==> src/rtl/fac_pkg.sv <==
// Package: shared types, constants and tables of the follow-and-avoid controller.
`timescale 1ns / 1ps
package fac_pkg;

    localparam int MAX_RANGES   = 4096;
    localparam int CORDIC_STEPS = 16;
    localparam int ATAN_TAB_LEN = 24;
    localparam int XW           = 27;
    localparam int ZW           = 24;
    localparam int STEP_W       = 5;
    localparam int HALF_PI_Q20  = 1647099;
    localparam int GAIN_Q16     = 39797;
    localparam int RECIP10_Q19  = 52429;
    localparam int RECIP12_Q16  = 5462;

    localparam logic [2:0] REG_RANGES_PER_SCAN = 3'd0;
    localparam logic [2:0] REG_OBST_THRESHOLD  = 3'd1;
    localparam logic [2:0] REG_STOP_DISTANCE   = 3'd2;
    localparam logic [2:0] REG_MAX_SPEED       = 3'd3;
    localparam logic [2:0] REG_TURN_RATE       = 3'd4;
    localparam logic [2:0] REG_DEADBAND        = 3'd5;

    typedef struct packed {
        logic [12:0] ranges_per_scan;
        logic [15:0] obstacle_threshold_mm;
        logic [15:0] stop_distance_mm;
        logic [11:0] max_speed_mm_s;
        logic [11:0] turn_rate_mrad_s;
        logic [11:0] heading_deadband_mrad;
    } t_cfg;

    typedef struct packed {
        logic               avoid;
        logic               turn_neg;
        logic signed [23:0] x;
        logic signed [23:0] y;
    } t_cmd;

    function automatic logic [19:0] atan_q20(input logic [STEP_W-1:0] i);
        logic [19:0] v;
        case (i)
            5'd0:    v = 20'd823550;
            5'd1:    v = 20'd486170;
            5'd2:    v = 20'd256879;
            5'd3:    v = 20'd130396;
            5'd4:    v = 20'd65451;
            5'd5:    v = 20'd32757;
            5'd6:    v = 20'd16383;
            5'd7:    v = 20'd8192;
            5'd8:    v = 20'd4096;
            5'd9:    v = 20'd2048;
            5'd10:   v = 20'd1024;
            5'd11:   v = 20'd512;
            5'd12:   v = 20'd256;
            5'd13:   v = 20'd128;
            5'd14:   v = 20'd64;
            5'd15:   v = 20'd32;
            5'd16:   v = 20'd16;
            5'd17:   v = 20'd8;
            5'd18:   v = 20'd4;
            5'd19:   v = 20'd2;
            5'd20:   v = 20'd1;
            default: v = 20'd0;
        endcase
        return v;
    endfunction

endpackage

==> src/rtl/fac_in_if.sv <==
// Interface: input item channel.
`timescale 1ns / 1ps
interface fac_in_if;
    logic               valid;
    logic               ready;
    logic               mode;
    logic [11:0]        sample_index;
    logic [15:0]        range_mm;
    logic               range_valid;
    logic               leader_known;
    logic signed [23:0] leader_x_mm;
    logic signed [23:0] leader_y_mm;
    logic               random_bit;

    modport source (output valid, mode, sample_index, range_mm, range_valid, leader_known,
                    leader_x_mm, leader_y_mm, random_bit, input ready);
    modport sink (input valid, mode, sample_index, range_mm, range_valid, leader_known,
                  leader_x_mm, leader_y_mm, random_bit, output ready);
endinterface

==> src/rtl/fac_out_if.sv <==
// Interface: result item channel.
`timescale 1ns / 1ps
interface fac_out_if;
    logic               valid;
    logic               ready;
    logic [11:0]        linear_speed_mm_s;
    logic signed [12:0] angular_rate_mrad_s;
    logic               avoiding;

    modport source (output valid, linear_speed_mm_s, angular_rate_mrad_s, avoiding,
                    input ready);
    modport sink (input valid, linear_speed_mm_s, angular_rate_mrad_s, avoiding,
                  output ready);
endinterface

==> src/rtl/fac_front.sv <==
// Front end: accepts items, tracks the scan obstacle flag and turn state, queues commands.
`timescale 1ns / 1ps
module fac_front
    import fac_pkg::*;
(
    input  logic        i_clk,
    input  logic        i_rst_n,
    input  t_cfg        i_cfg,
    fac_in_if.sink      i_item,
    input  logic        i_full,
    output logic        o_push,
    output t_cmd        o_cmd
);
    logic        r_scan_hit, r_obstacle, r_turn_active, r_turn_neg;
    logic [12:0] n_eff, f_sec, n_minus_f;
    logic [28:0] f_prod;
    logic [12:0] idx;
    logic        accept, in_range, front, hit;

    always_comb begin
        n_eff     = (i_cfg.ranges_per_scan > 13'(MAX_RANGES)) ? 13'(MAX_RANGES)
                                                              : i_cfg.ranges_per_scan;
        f_prod    = 29'(n_eff) * 29'(RECIP12_Q16);
        f_sec     = f_prod[28:16];
        n_minus_f = n_eff - f_sec;
        idx       = {1'b0, i_item.sample_index};
        in_range  = idx < n_eff;
        front     = (idx <= f_sec) || (idx >= n_minus_f);
        hit       = i_item.range_valid && front
                    && (i_item.range_mm < i_cfg.obstacle_threshold_mm);
        accept    = i_item.valid && i_item.ready;
    end

    assign i_item.ready = !i_full;
    assign o_push       = accept && i_item.mode && (r_obstacle || i_item.leader_known);

    always_comb begin
        o_cmd.avoid    = r_obstacle;
        o_cmd.turn_neg = r_turn_active ? r_turn_neg : i_item.random_bit;
        o_cmd.x        = i_item.leader_x_mm;
        o_cmd.y        = i_item.leader_y_mm;
    end

    always_ff @(posedge i_clk) begin
        if (!i_rst_n) begin
            r_scan_hit    <= 1'b0;
            r_obstacle    <= 1'b0;
            r_turn_active <= 1'b0;
            r_turn_neg    <= 1'b0;
        end else if (accept) begin
            if (!i_item.mode) begin
                if (in_range) begin
                    if (hit) begin
                        r_scan_hit <= 1'b1;
                    end else if (idx == 13'd0) begin
                        r_scan_hit <= 1'b0;
                    end
                    if (idx == n_eff - 13'd1) begin
                        r_obstacle <= hit || (r_scan_hit && idx != 13'd0);
                    end
                end
            end else if (r_obstacle) begin
                if (!r_turn_active) begin
                    r_turn_neg    <= i_item.random_bit;
                    r_turn_active <= 1'b1;
                end
            end else begin
                r_turn_active <= 1'b0;
            end
        end
    end
endmodule

==> src/rtl/fac_queue.sv <==
// Two-entry command queue between front and back ends.
`timescale 1ns / 1ps
module fac_queue
    import fac_pkg::*;
(
    input  logic i_clk,
    input  logic i_rst_n,
    input  logic i_push,
    input  t_cmd i_cmd,
    input  logic i_pop,
    output logic o_full,
    output logic o_empty,
    output t_cmd o_cmd
);
    t_cmd       r_mem [2];
    logic       r_wp, r_rp;
    logic [1:0] r_cnt;

    assign o_full  = r_cnt == 2'd2;
    assign o_empty = r_cnt == 2'd0;
    assign o_cmd   = r_mem[r_rp];

    always_ff @(posedge i_clk) begin
        if (i_push) begin
            r_mem[r_wp] <= i_cmd;
        end
        if (!i_rst_n) begin
            r_wp  <= 1'b0;
            r_rp  <= 1'b0;
            r_cnt <= 2'd0;
        end else begin
            if (i_push) r_wp <= !r_wp;
            if (i_pop)  r_rp <= !r_rp;
            r_cnt <= r_cnt + 2'(i_push) - 2'(i_pop);
        end
    end

    assert property (@(posedge i_clk) disable iff (!i_rst_n) i_push |-> !o_full)
        else $error("push into full queue");
    assert property (@(posedge i_clk) disable iff (!i_rst_n) i_pop |-> !o_empty)
        else $error("pop from empty queue");
    assert property (@(posedge i_clk) disable iff (!i_rst_n) r_cnt != 2'd3)
        else $error("queue count out of range");
endmodule

==> src/rtl/fac_back.sv <==
// Back end: CORDIC polar conversion, steering and speed, result register.
`timescale 1ns / 1ps
module fac_back
    import fac_pkg::*;
(
    input  logic     i_clk,
    input  logic     i_rst_n,
    input  t_cfg     i_cfg,
    input  logic     i_empty,
    input  t_cmd     i_cmd,
    output logic     o_pop,
    fac_out_if.source o_result
);
    typedef enum logic [2:0] {S_IDLE, S_ITER, S_MUL, S_POLAR, S_CMD} t_state;

    t_state                r_state;
    logic signed [XW-1:0]  r_x, r_y;
    logic signed [ZW-1:0]  r_z;
    logic [STEP_W-1:0]     r_i;
    logic                  r_origin;
    logic [42:0]           r_prod;
    logic [33:0]           r_zm;
    logic                  r_zneg;
    logic [25:0]           r_dist;
    logic [11:0]           r_ang;
    logic                  r_out_valid;
    logic [11:0]           r_speed;
    logic signed [12:0]    r_rate;
    logic                  r_avoid;

    logic signed [XW-1:0]  x0, y0, xs, ys;
    logic signed [ZW-1:0]  z0, zabs;
    logic [14:0]           sv;
    logic [30:0]           sprod;
    logic [31:0]           dprod;
    logic [15:0]           thr10;
    logic [11:0]           steer, speed;
    logic signed [12:0]    rate;
    logic [34:0]           zr;

    assign o_pop                     = (r_state == S_IDLE) && !r_out_valid && !i_empty;
    assign o_result.valid            = r_out_valid;
    assign o_result.linear_speed_mm_s   = r_speed;
    assign o_result.angular_rate_mrad_s = r_rate;
    assign o_result.avoiding         = r_avoid;

    always_comb begin
        x0 = XW'(i_cmd.x);
        y0 = XW'(i_cmd.y);
        z0 = '0;
        if (i_cmd.x < 0) begin
            if (i_cmd.y >= 0) begin
                x0 = XW'(i_cmd.y);
                y0 = -XW'(i_cmd.x);
                z0 = ZW'(HALF_PI_Q20);
            end else begin
                x0 = -XW'(i_cmd.y);
                y0 = XW'(i_cmd.x);
                z0 = -ZW'(HALF_PI_Q20);
            end
        end
        xs    = r_x >>> r_i;
        ys    = r_y >>> r_i;
        zabs  = r_z[ZW-1] ? -r_z : r_z;
        zr    = 35'(r_zm) + 35'(1 << 19);
        sv    = {r_ang, 3'b000} + 15'd5;
        sprod = 31'(sv) * 31'(RECIP10_Q19);
        dprod = 32'(r_dist[15:0]) * 32'(RECIP10_Q19);
        thr10 = {1'b0, i_cfg.max_speed_mm_s, 3'b000} + {3'b000, i_cfg.max_speed_mm_s, 1'b0};
        steer = (r_ang > i_cfg.heading_deadband_mrad) ? sprod[30:19] : 12'd0;
        rate  = r_zneg ? -$signed({1'b0, steer}) : $signed({1'b0, steer});
        if (r_dist <= 26'(i_cfg.stop_distance_mm)) begin
            speed = 12'd0;
        end else if (r_dist >= 26'(thr10)) begin
            speed = i_cfg.max_speed_mm_s;
        end else begin
            speed = dprod[30:19];
        end
    end

    always_ff @(posedge i_clk) begin
        if (!i_rst_n) begin
            r_state     <= S_IDLE;
            r_out_valid <= 1'b0;
        end else begin
            if (r_out_valid && o_result.ready) begin
                r_out_valid <= 1'b0;
            end
            case (r_state)
                S_IDLE: begin
                    if (o_pop) begin
                        if (i_cmd.avoid) begin
                            r_speed     <= 12'd0;
                            r_rate      <= i_cmd.turn_neg
                                           ? -$signed({1'b0, i_cfg.turn_rate_mrad_s})
                                           : $signed({1'b0, i_cfg.turn_rate_mrad_s});
                            r_avoid     <= 1'b1;
                            r_out_valid <= 1'b1;
                        end else begin
                            r_x      <= x0;
                            r_y      <= y0;
                            r_z      <= z0;
                            r_i      <= '0;
                            r_origin <= (i_cmd.x == 0) && (i_cmd.y == 0);
                            r_state  <= S_ITER;
                        end
                    end
                end
                S_ITER: begin
                    if (r_y > 0) begin
                        r_x <= r_x + ys;
                        r_y <= r_y - xs;
                        r_z <= r_z + ZW'(atan_q20(r_i));
                    end else begin
                        r_x <= r_x - ys;
                        r_y <= r_y + xs;
                        r_z <= r_z - ZW'(atan_q20(r_i));
                    end
                    r_i <= r_i + STEP_W'(1);
                    if (r_i == STEP_W'(CORDIC_STEPS - 1)) begin
                        r_state <= S_MUL;
                    end
                end
                S_MUL: begin
                    r_prod  <= 43'(r_x[XW-2:0]) * 43'(GAIN_Q16) + 43'(32768);
                    r_zm    <= 34'(zabs[ZW-2:0]) * 34'(1000);
                    r_zneg  <= r_z[ZW-1];
                    r_state <= S_POLAR;
                end
                S_POLAR: begin
                    r_dist  <= r_origin ? 26'd0 : r_prod[41:16];
                    r_ang   <= r_origin ? 12'd0 : zr[31:20];
                    r_state <= S_CMD;
                end
                S_CMD: begin
                    r_speed     <= speed;
                    r_rate      <= rate;
                    r_avoid     <= 1'b0;
                    r_out_valid <= 1'b1;
                    r_state     <= S_IDLE;
                end
                default: r_state <= S_IDLE;
            endcase
        end
    end

    assert property (@(posedge i_clk) disable iff (!i_rst_n)
        (r_state != S_IDLE) |-> !r_out_valid)
        else $error("result pending during CORDIC pass");
    assert property (@(posedge i_clk) disable iff (!i_rst_n)
        (r_out_valid && r_avoid) |-> (r_speed == 12'd0))
        else $error("avoid command with nonzero speed");
    assert property (@(posedge i_clk) disable iff (!i_rst_n)
        (r_state == S_ITER) |=> (r_state == S_ITER || r_state == S_MUL))
        else $error("CORDIC pass left early");
endmodule

==> src/rtl/follow_and_avoid_controller.sv <==
// Top level: configuration registers, front end, command queue and back end.
// A scan sample takes effect in the cycle after acceptance. Follow ticks go from the
// queue through S_ITER, S_MUL, S_POLAR and S_CMD to the result register, avoid ticks
// straight to it; no command is popped during a CORDIC pass or while a result waits.
// Scan samples and avoid ticks are taken every cycle while the queue has room.
// Reset (synchronous, active low): registers to defaults, flags cleared, queue empty.
`timescale 1ns / 1ps
module follow_and_avoid_controller
    import fac_pkg::*;
(
    input  logic        i_clk,
    input  logic        i_rst_n,
    input  logic        i_cfg_we,
    input  logic [2:0]  i_cfg_idx,
    input  logic [15:0] i_cfg_data,
    fac_in_if.sink      i_item,
    fac_out_if.source   o_result
);
    t_cfg r_cfg;
    logic push, pop, full, empty;
    t_cmd push_cmd, pop_cmd;

    always_ff @(posedge i_clk) begin
        if (!i_rst_n) begin
            r_cfg.ranges_per_scan       <= 13'd360;
            r_cfg.obstacle_threshold_mm <= 16'd500;
            r_cfg.stop_distance_mm      <= 16'd500;
            r_cfg.max_speed_mm_s        <= 12'd300;
            r_cfg.turn_rate_mrad_s      <= 12'd800;
            r_cfg.heading_deadband_mrad <= 12'd100;
        end else if (i_cfg_we) begin
            case (i_cfg_idx)
                REG_RANGES_PER_SCAN: r_cfg.ranges_per_scan       <= i_cfg_data[12:0];
                REG_OBST_THRESHOLD:  r_cfg.obstacle_threshold_mm <= i_cfg_data;
                REG_STOP_DISTANCE:   r_cfg.stop_distance_mm      <= i_cfg_data;
                REG_MAX_SPEED:       r_cfg.max_speed_mm_s        <= i_cfg_data[11:0];
                REG_TURN_RATE:       r_cfg.turn_rate_mrad_s      <= i_cfg_data[11:0];
                REG_DEADBAND:        r_cfg.heading_deadband_mrad <= i_cfg_data[11:0];
                default: ;
            endcase
        end
    end

    fac_front u_front (
        .i_clk   (i_clk),
        .i_rst_n (i_rst_n),
        .i_cfg   (r_cfg),
        .i_item  (i_item),
        .i_full  (full),
        .o_push  (push),
        .o_cmd   (push_cmd)
    );

    fac_queue u_queue (
        .i_clk   (i_clk),
        .i_rst_n (i_rst_n),
        .i_push  (push),
        .i_cmd   (push_cmd),
        .i_pop   (pop),
        .o_full  (full),
        .o_empty (empty),
        .o_cmd   (pop_cmd)
    );

    fac_back u_back (
        .i_clk    (i_clk),
        .i_rst_n  (i_rst_n),
        .i_cfg    (r_cfg),
        .i_empty  (empty),
        .i_cmd    (pop_cmd),
        .o_pop    (pop),
        .o_result (o_result)
    );
endmodule

==> src/flat_wrapper.sv <==
// flat-port wrapper written by rule: the top's interface ports become plain ports
module follow_and_avoid_controller_flat import fac_pkg::*;
  (i_clk, i_rst_n, i_cfg_we, i_cfg_idx, i_cfg_data, i_item_valid, i_item_mode, i_item_sample_index, i_item_range_mm, i_item_range_valid, i_item_leader_known, i_item_leader_x_mm, i_item_leader_y_mm, i_item_random_bit, i_item_ready, o_result_valid, o_result_linear_speed_mm_s, o_result_angular_rate_mrad_s, o_result_avoiding, o_result_ready);
  fac_in_if i_item_i ();
  fac_out_if o_result_i ();
  input  logic i_clk;
  input  logic i_rst_n;
  input  logic i_cfg_we;
  input  logic [2:0] i_cfg_idx;
  input  logic [15:0] i_cfg_data;
  input wire logic [$bits(i_item_i.valid)-1:0] i_item_valid;
  input wire logic [$bits(i_item_i.mode)-1:0] i_item_mode;
  input wire logic [$bits(i_item_i.sample_index)-1:0] i_item_sample_index;
  input wire logic [$bits(i_item_i.range_mm)-1:0] i_item_range_mm;
  input wire logic [$bits(i_item_i.range_valid)-1:0] i_item_range_valid;
  input wire logic [$bits(i_item_i.leader_known)-1:0] i_item_leader_known;
  input wire logic [$bits(i_item_i.leader_x_mm)-1:0] i_item_leader_x_mm;
  input wire logic [$bits(i_item_i.leader_y_mm)-1:0] i_item_leader_y_mm;
  input wire logic [$bits(i_item_i.random_bit)-1:0] i_item_random_bit;
  output wire logic [$bits(i_item_i.ready)-1:0] i_item_ready;
  output wire logic [$bits(o_result_i.valid)-1:0] o_result_valid;
  output wire logic [$bits(o_result_i.linear_speed_mm_s)-1:0] o_result_linear_speed_mm_s;
  output wire logic [$bits(o_result_i.angular_rate_mrad_s)-1:0] o_result_angular_rate_mrad_s;
  output wire logic [$bits(o_result_i.avoiding)-1:0] o_result_avoiding;
  input wire logic [$bits(o_result_i.ready)-1:0] o_result_ready;
  assign i_item_i.valid = i_item_valid;
  assign i_item_i.mode = i_item_mode;
  assign i_item_i.sample_index = i_item_sample_index;
  assign i_item_i.range_mm = i_item_range_mm;
  assign i_item_i.range_valid = i_item_range_valid;
  assign i_item_i.leader_known = i_item_leader_known;
  assign i_item_i.leader_x_mm = i_item_leader_x_mm;
  assign i_item_i.leader_y_mm = i_item_leader_y_mm;
  assign i_item_i.random_bit = i_item_random_bit;
  assign i_item_ready = i_item_i.ready;
  assign o_result_valid = o_result_i.valid;
  assign o_result_linear_speed_mm_s = o_result_i.linear_speed_mm_s;
  assign o_result_angular_rate_mrad_s = o_result_i.angular_rate_mrad_s;
  assign o_result_avoiding = o_result_i.avoiding;
  assign o_result_i.ready = o_result_ready;
  follow_and_avoid_controller u_core (.i_clk(i_clk), .i_rst_n(i_rst_n), .i_cfg_we(i_cfg_we), .i_cfg_idx(i_cfg_idx), .i_cfg_data(i_cfg_data), .i_item(i_item_i), .o_result(o_result_i));
endmodule
==> config.mk <==
export PLATFORM = sky130hd
export DESIGN_NAME = follow_and_avoid_controller_flat
export DESIGN_NICKNAME = d
export VERILOG_FILES = /design/src/rtl/fac_pkg.sv /design/src/rtl/fac_in_if.sv /design/src/rtl/fac_out_if.sv /design/src/rtl/fac_front.sv /design/src/rtl/fac_queue.sv /design/src/rtl/fac_back.sv /design/src/rtl/follow_and_avoid_controller.sv /design/src/flat_wrapper.sv
export SDC_FILE = /design/constraint.sdc
export NUM_CORES = 2
export LEC_CHECK = 0
export ABC_CLOCK_PERIOD_IN_PS = 20800
export BUFFER_PORTS_ARGS = -buffer_cell sky130_fd_sc_hd__buf_2
export CAP_MARGIN = 20
export CORE_MARGIN = 5
export CORE_UTILIZATION = 60
export CTS_BUF_LIST = sky130_fd_sc_hd__clkbuf_8
export DETAILED_ROUTE_END_ITERATION = 7
export PLACE_DENSITY = 0.77
export SYNTH_ARGS = -nofsm -noshare
export SYNTH_HDL_FRONTEND = slang
export SYNTH_SLANG_ARGS = --single-unit
export TNS_END_PERCENT = 5
==> constraint.sdc <==
create_clock -name i_clk -period 20.8 [get_ports i_clk]
set_input_delay 4.16 -clock i_clk [delete_from_list [all_inputs] [get_ports i_clk]]
set_output_delay 4.16 -clock i_clk [all_outputs]
set_load 0.005 [all_outputs]
==> impl_metrics.ini <==
[sta]
min_period_ns = 10.21
worstMarginPinSlew_ns = 1.08
skew_ns = 0.0404
slew-limit-headroom = 0.274
hold_viol = 0
max_clock_freq_mhz = 97.9
timing.final.crit_share = 0.491
report.final.setup_viol = 0
slew_viol_final = 0
rsz0062_at_grt = no
fin_setup_tns_ns = 0

[floorplanning]
dieArea_mm2 = 0.0896
initial_utilization = 0.603
fp.dieW_um = 299
die_h_um = 299
core_mm2 = 0.0833
ioPinCount = 132
num_rows = 106

[setup_path]
crit_required_ns = 21.34
end_kind = flop
cp_common_cell = inv_1
slowest_stage = dfxtp_1
slowest_delay_ns = 0.68
start_kind = flop
path_max_fanout = 14
cp.arrival_ns = 10.75
critical_path_class = reg2reg

[clocking]
cts_hold_buf = 0
cts_buffers = 73
post_cts_buffers = 0
clk_path_buf_depth = 3
clockRootBuffer = clkbuf_8
cts_htree_levels = 3
clk_pin_slew_ns = 0.06
clock_latency_ns = 0.69
cts_tree = done
clock-sinks = 402
cts-resized-gates = 0

[logic_synthesis]
synthArstFlopShare = 0
synth_ff_type = edfxtp_1
synth.avg_cell_area_um2 = 9.72
synth_edf_count = 288
syn-num-nets = 6474
syn_area_mm2 = 0.0502
synthCells = 5169
ys_seq_elements = 402
yosysUniqueCellTypes = 86
seq_area_frac_synth = 0.218
ys_warn_count = 0

[global_routing]
grt_pass1_vias = 38700
grt_usage = 0.268
grt.overflow.total = 0
antenna_found_initial = 0
grt_start_max_net_pins = 89
grt_first_pass_wirelength_um = 197000

[detailed_routing]
num_vias = 37700
routed_wl_um = 120000
drt_first_pass_iters = 5
ant_nets = 0
wire_per_inst_um = 18.7
avgViaCountPerCell = 5.88
initialDrtViolationCount = 2375
drc_errors = 0

[final_layout]
drive_above_1_share = 0.0788
nets = 6577
syn2layout_area_growth_pct = 6.52

[place]
portBuffers = 131
place_congestion = 0.998
dp_hpwl_um = 96800

[worst_hold_path]
hold_class = reg2reg

[run_status]
status = finished clean

[run]
cap_violations = 0
-- area by class of cell --
cell class / instances / area (µm²)
clock buffers: 75 / 1030
fillers: 6828 / 29800
inverters: 780 / 2930
clock inverters: 58 / 455
well taps: 1080 / 1350
repair buffers: 169 / 977
flip-flops and latches: 402 / 10900
diodes: 1 / 2.50
multi-input cells: 3846 / 35800
-- critical path: cells and delay by family (launching register included) --
family	cells	cell delay, ns
xor gates and xnor gates	1	0.18
buffers and inverters	7	0.96
adders and majority gates	10	3.76
muxes	1	0.11
AOI/OAI and AO/OA	14	2.96
and+or+nand+nor	4	1.40
DFF	1	0.68
-- routing by layer --
layer	GRT usage	part of all wire
met5	0	0
met4	0.0955	0.037
met3	0.0351	0.055
met2	0.463	0.48
met1	0.348	0.42
-- Yosys cell counts (all sizes together) (20+ instances only) --
master / number / area, µm²
and3: 31 / 194
dfxtp: 114 / 2280
nand4: 25 / 156
nand2b: 45 / 282
o21ai: 202 / 1010
mux2i: 93 / 931
nor2b: 66 / 413
o21a: 54 / 405
mux2: 33 / 372
buf: 41 / 213
nand3: 78 / 390
or3: 38 / 238
edfxtp: 288 / 8650
nand2: 364 / 1370
inv: 779 / 2920
o21bai: 24 / 180
xnor2: 185 / 1620
xor2: 139 / 1220
a21oi: 276 / 1380
or2: 20 / 125
mux4: 71 / 1600
nor3: 82 / 415
a21o: 72 / 541
clkbuf: 100 / 375
ha: 757 / 9470
and2: 33 / 206
fa: 444 / 8890
o211ai: 50 / 375
a21boi: 68 / 510
a211oi: 53 / 408
o31ai: 24 / 180
a31oi: 39 / 244
nor2: 301 / 1130
nor4: 30 / 188
-- state kept, by name, summed over array words and instances, names as in the netlist, 12 cells and up, named ones only --
| name | count |
|---|---|
| u_core.u_back.o_result.angular_rate_mrad_s | 13 |
| u_core.u_back.r_dist | 26 |
| u_core.u_back.r_z | 24 |
| u_core.u_back.r_prod | 26 |
| u_core.u_back.o_result.linear_speed_mm_s | 12 |
| u_core.u_back.r_zm | 13 |
| u_core.u_back.r_ang | 12 |
| u_core.u_queue.r_mem | 100 |
| u_core.u_back.r_x | 27 |
| u_core.r_cfg | 81 |
| u_core.u_back.r_y | 27 |
-- placed cells by master, fill, tap and decap left out, types with 13 or more instances in the layout --
| cell | synthesis | layout |
|---|---|---|
| nand3_1 | 78 | 78 |
| xor2_1 | 139 | 139 |
| edfxtp_1 | 288 | 288 |
| a211oi_1 | 51 | 51 |
| or2_2 | 19 | 19 |
| o31ai_1 | 24 | 24 |
| nand2_1 | 364 | 363 |
| and2_1 | 32 | 31 |
| a31oi_1 | 39 | 39 |
| clkbuf_8 | 0 | 75 |
| buf_2 | 17 | 131 |
| and3_1 | 31 | 31 |
| inv_1 | 778 | 800 |
| nand4_1 | 25 | 25 |
| nor2b_1 | 66 | 66 |
| mux2i_1 | 93 | 93 |
| nor2_1 | 301 | 296 |
| o21a_1 | 54 | 54 |
| or3_1 | 38 | 38 |
| mux2_2 | 33 | 33 |
| fa_1 | 444 | 444 |
| nor4_1 | 30 | 30 |
| clkinv_2 | 0 | 13 |
| a21oi_1 | 276 | 276 |
| o211ai_1 | 50 | 50 |
| a21o_1 | 72 | 72 |
| nor3_1 | 81 | 81 |
| o21ai_0 | 198 | 198 |
| o21bai_1 | 24 | 24 |
| ha_1 | 757 | 757 |
| nand2b_1 | 45 | 45 |
| mux4_2 | 71 | 71 |
| buf_4 | 2 | 35 |
| xnor2_1 | 185 | 185 |
| a21boi_0 | 68 | 68 |
| dfxtp_1 | 114 | 113 |
-- path summary, 6_finish.rpt --
| check | start | to | slack, ns | cells after the start |
|---|---|---|---|---|
| worst max-delay path | u_core.r_cfg[80]$_SDFFE_PN0P_ | u_core.u_front.r_obstacle$_SDFFE_PN0P_ | 10.59 | 37 |
| worst min-delay path | u_core.r_cfg[66]$_SDFFE_PN0P_ | u_core.r_cfg[66]$_SDFFE_PN0P_ | 0.47 | 2 |
| worst max register to register | u_core.r_cfg[80]$_SDFFE_PN0P_ | u_core.u_front.r_obstacle$_SDFFE_PN0P_ | 10.59 | 37 |
| worst min register to register | u_core.r_cfg[66]$_SDFFE_PN0P_ | u_core.r_cfg[66]$_SDFFE_PN0P_ | 0.47 | 2 |
-- kinds of logic after synthesis --
kind of cell    share of synthesized area
buf+inv                            0.0700
other cells                     0.0000747
mux                                0.0578
fa+ha+maj                           0.367
compound gates                      0.124
xor+xnor                           0.0565
flops                               0.218
simple gates                        0.108
-- stage by stage --
stage | instance area [µm²] | util | hold slack, ns | worst slack [ns] | instances
finish | 53500 | 0.642 | 0.467 | 10.59 | 6411
floorplan | 50200 | - | 0.439 | 12.04 | 5169
global placement | 51900 | 0.624 | 0.452 | 10.85 | 6274
detailed placement | 51900 | 0.624 | 0.460 | 10.64 | 6274
CTS | 53400 | 0.641 | 0.468 | 10.63 | 6407
global route | 53500 | 0.642 | 0.483 | 9.92 | 6410
Power is left out: the tool's default activity adds up to more than one toggle a clock period on the data nets, which glitch-free logic cannot reach.
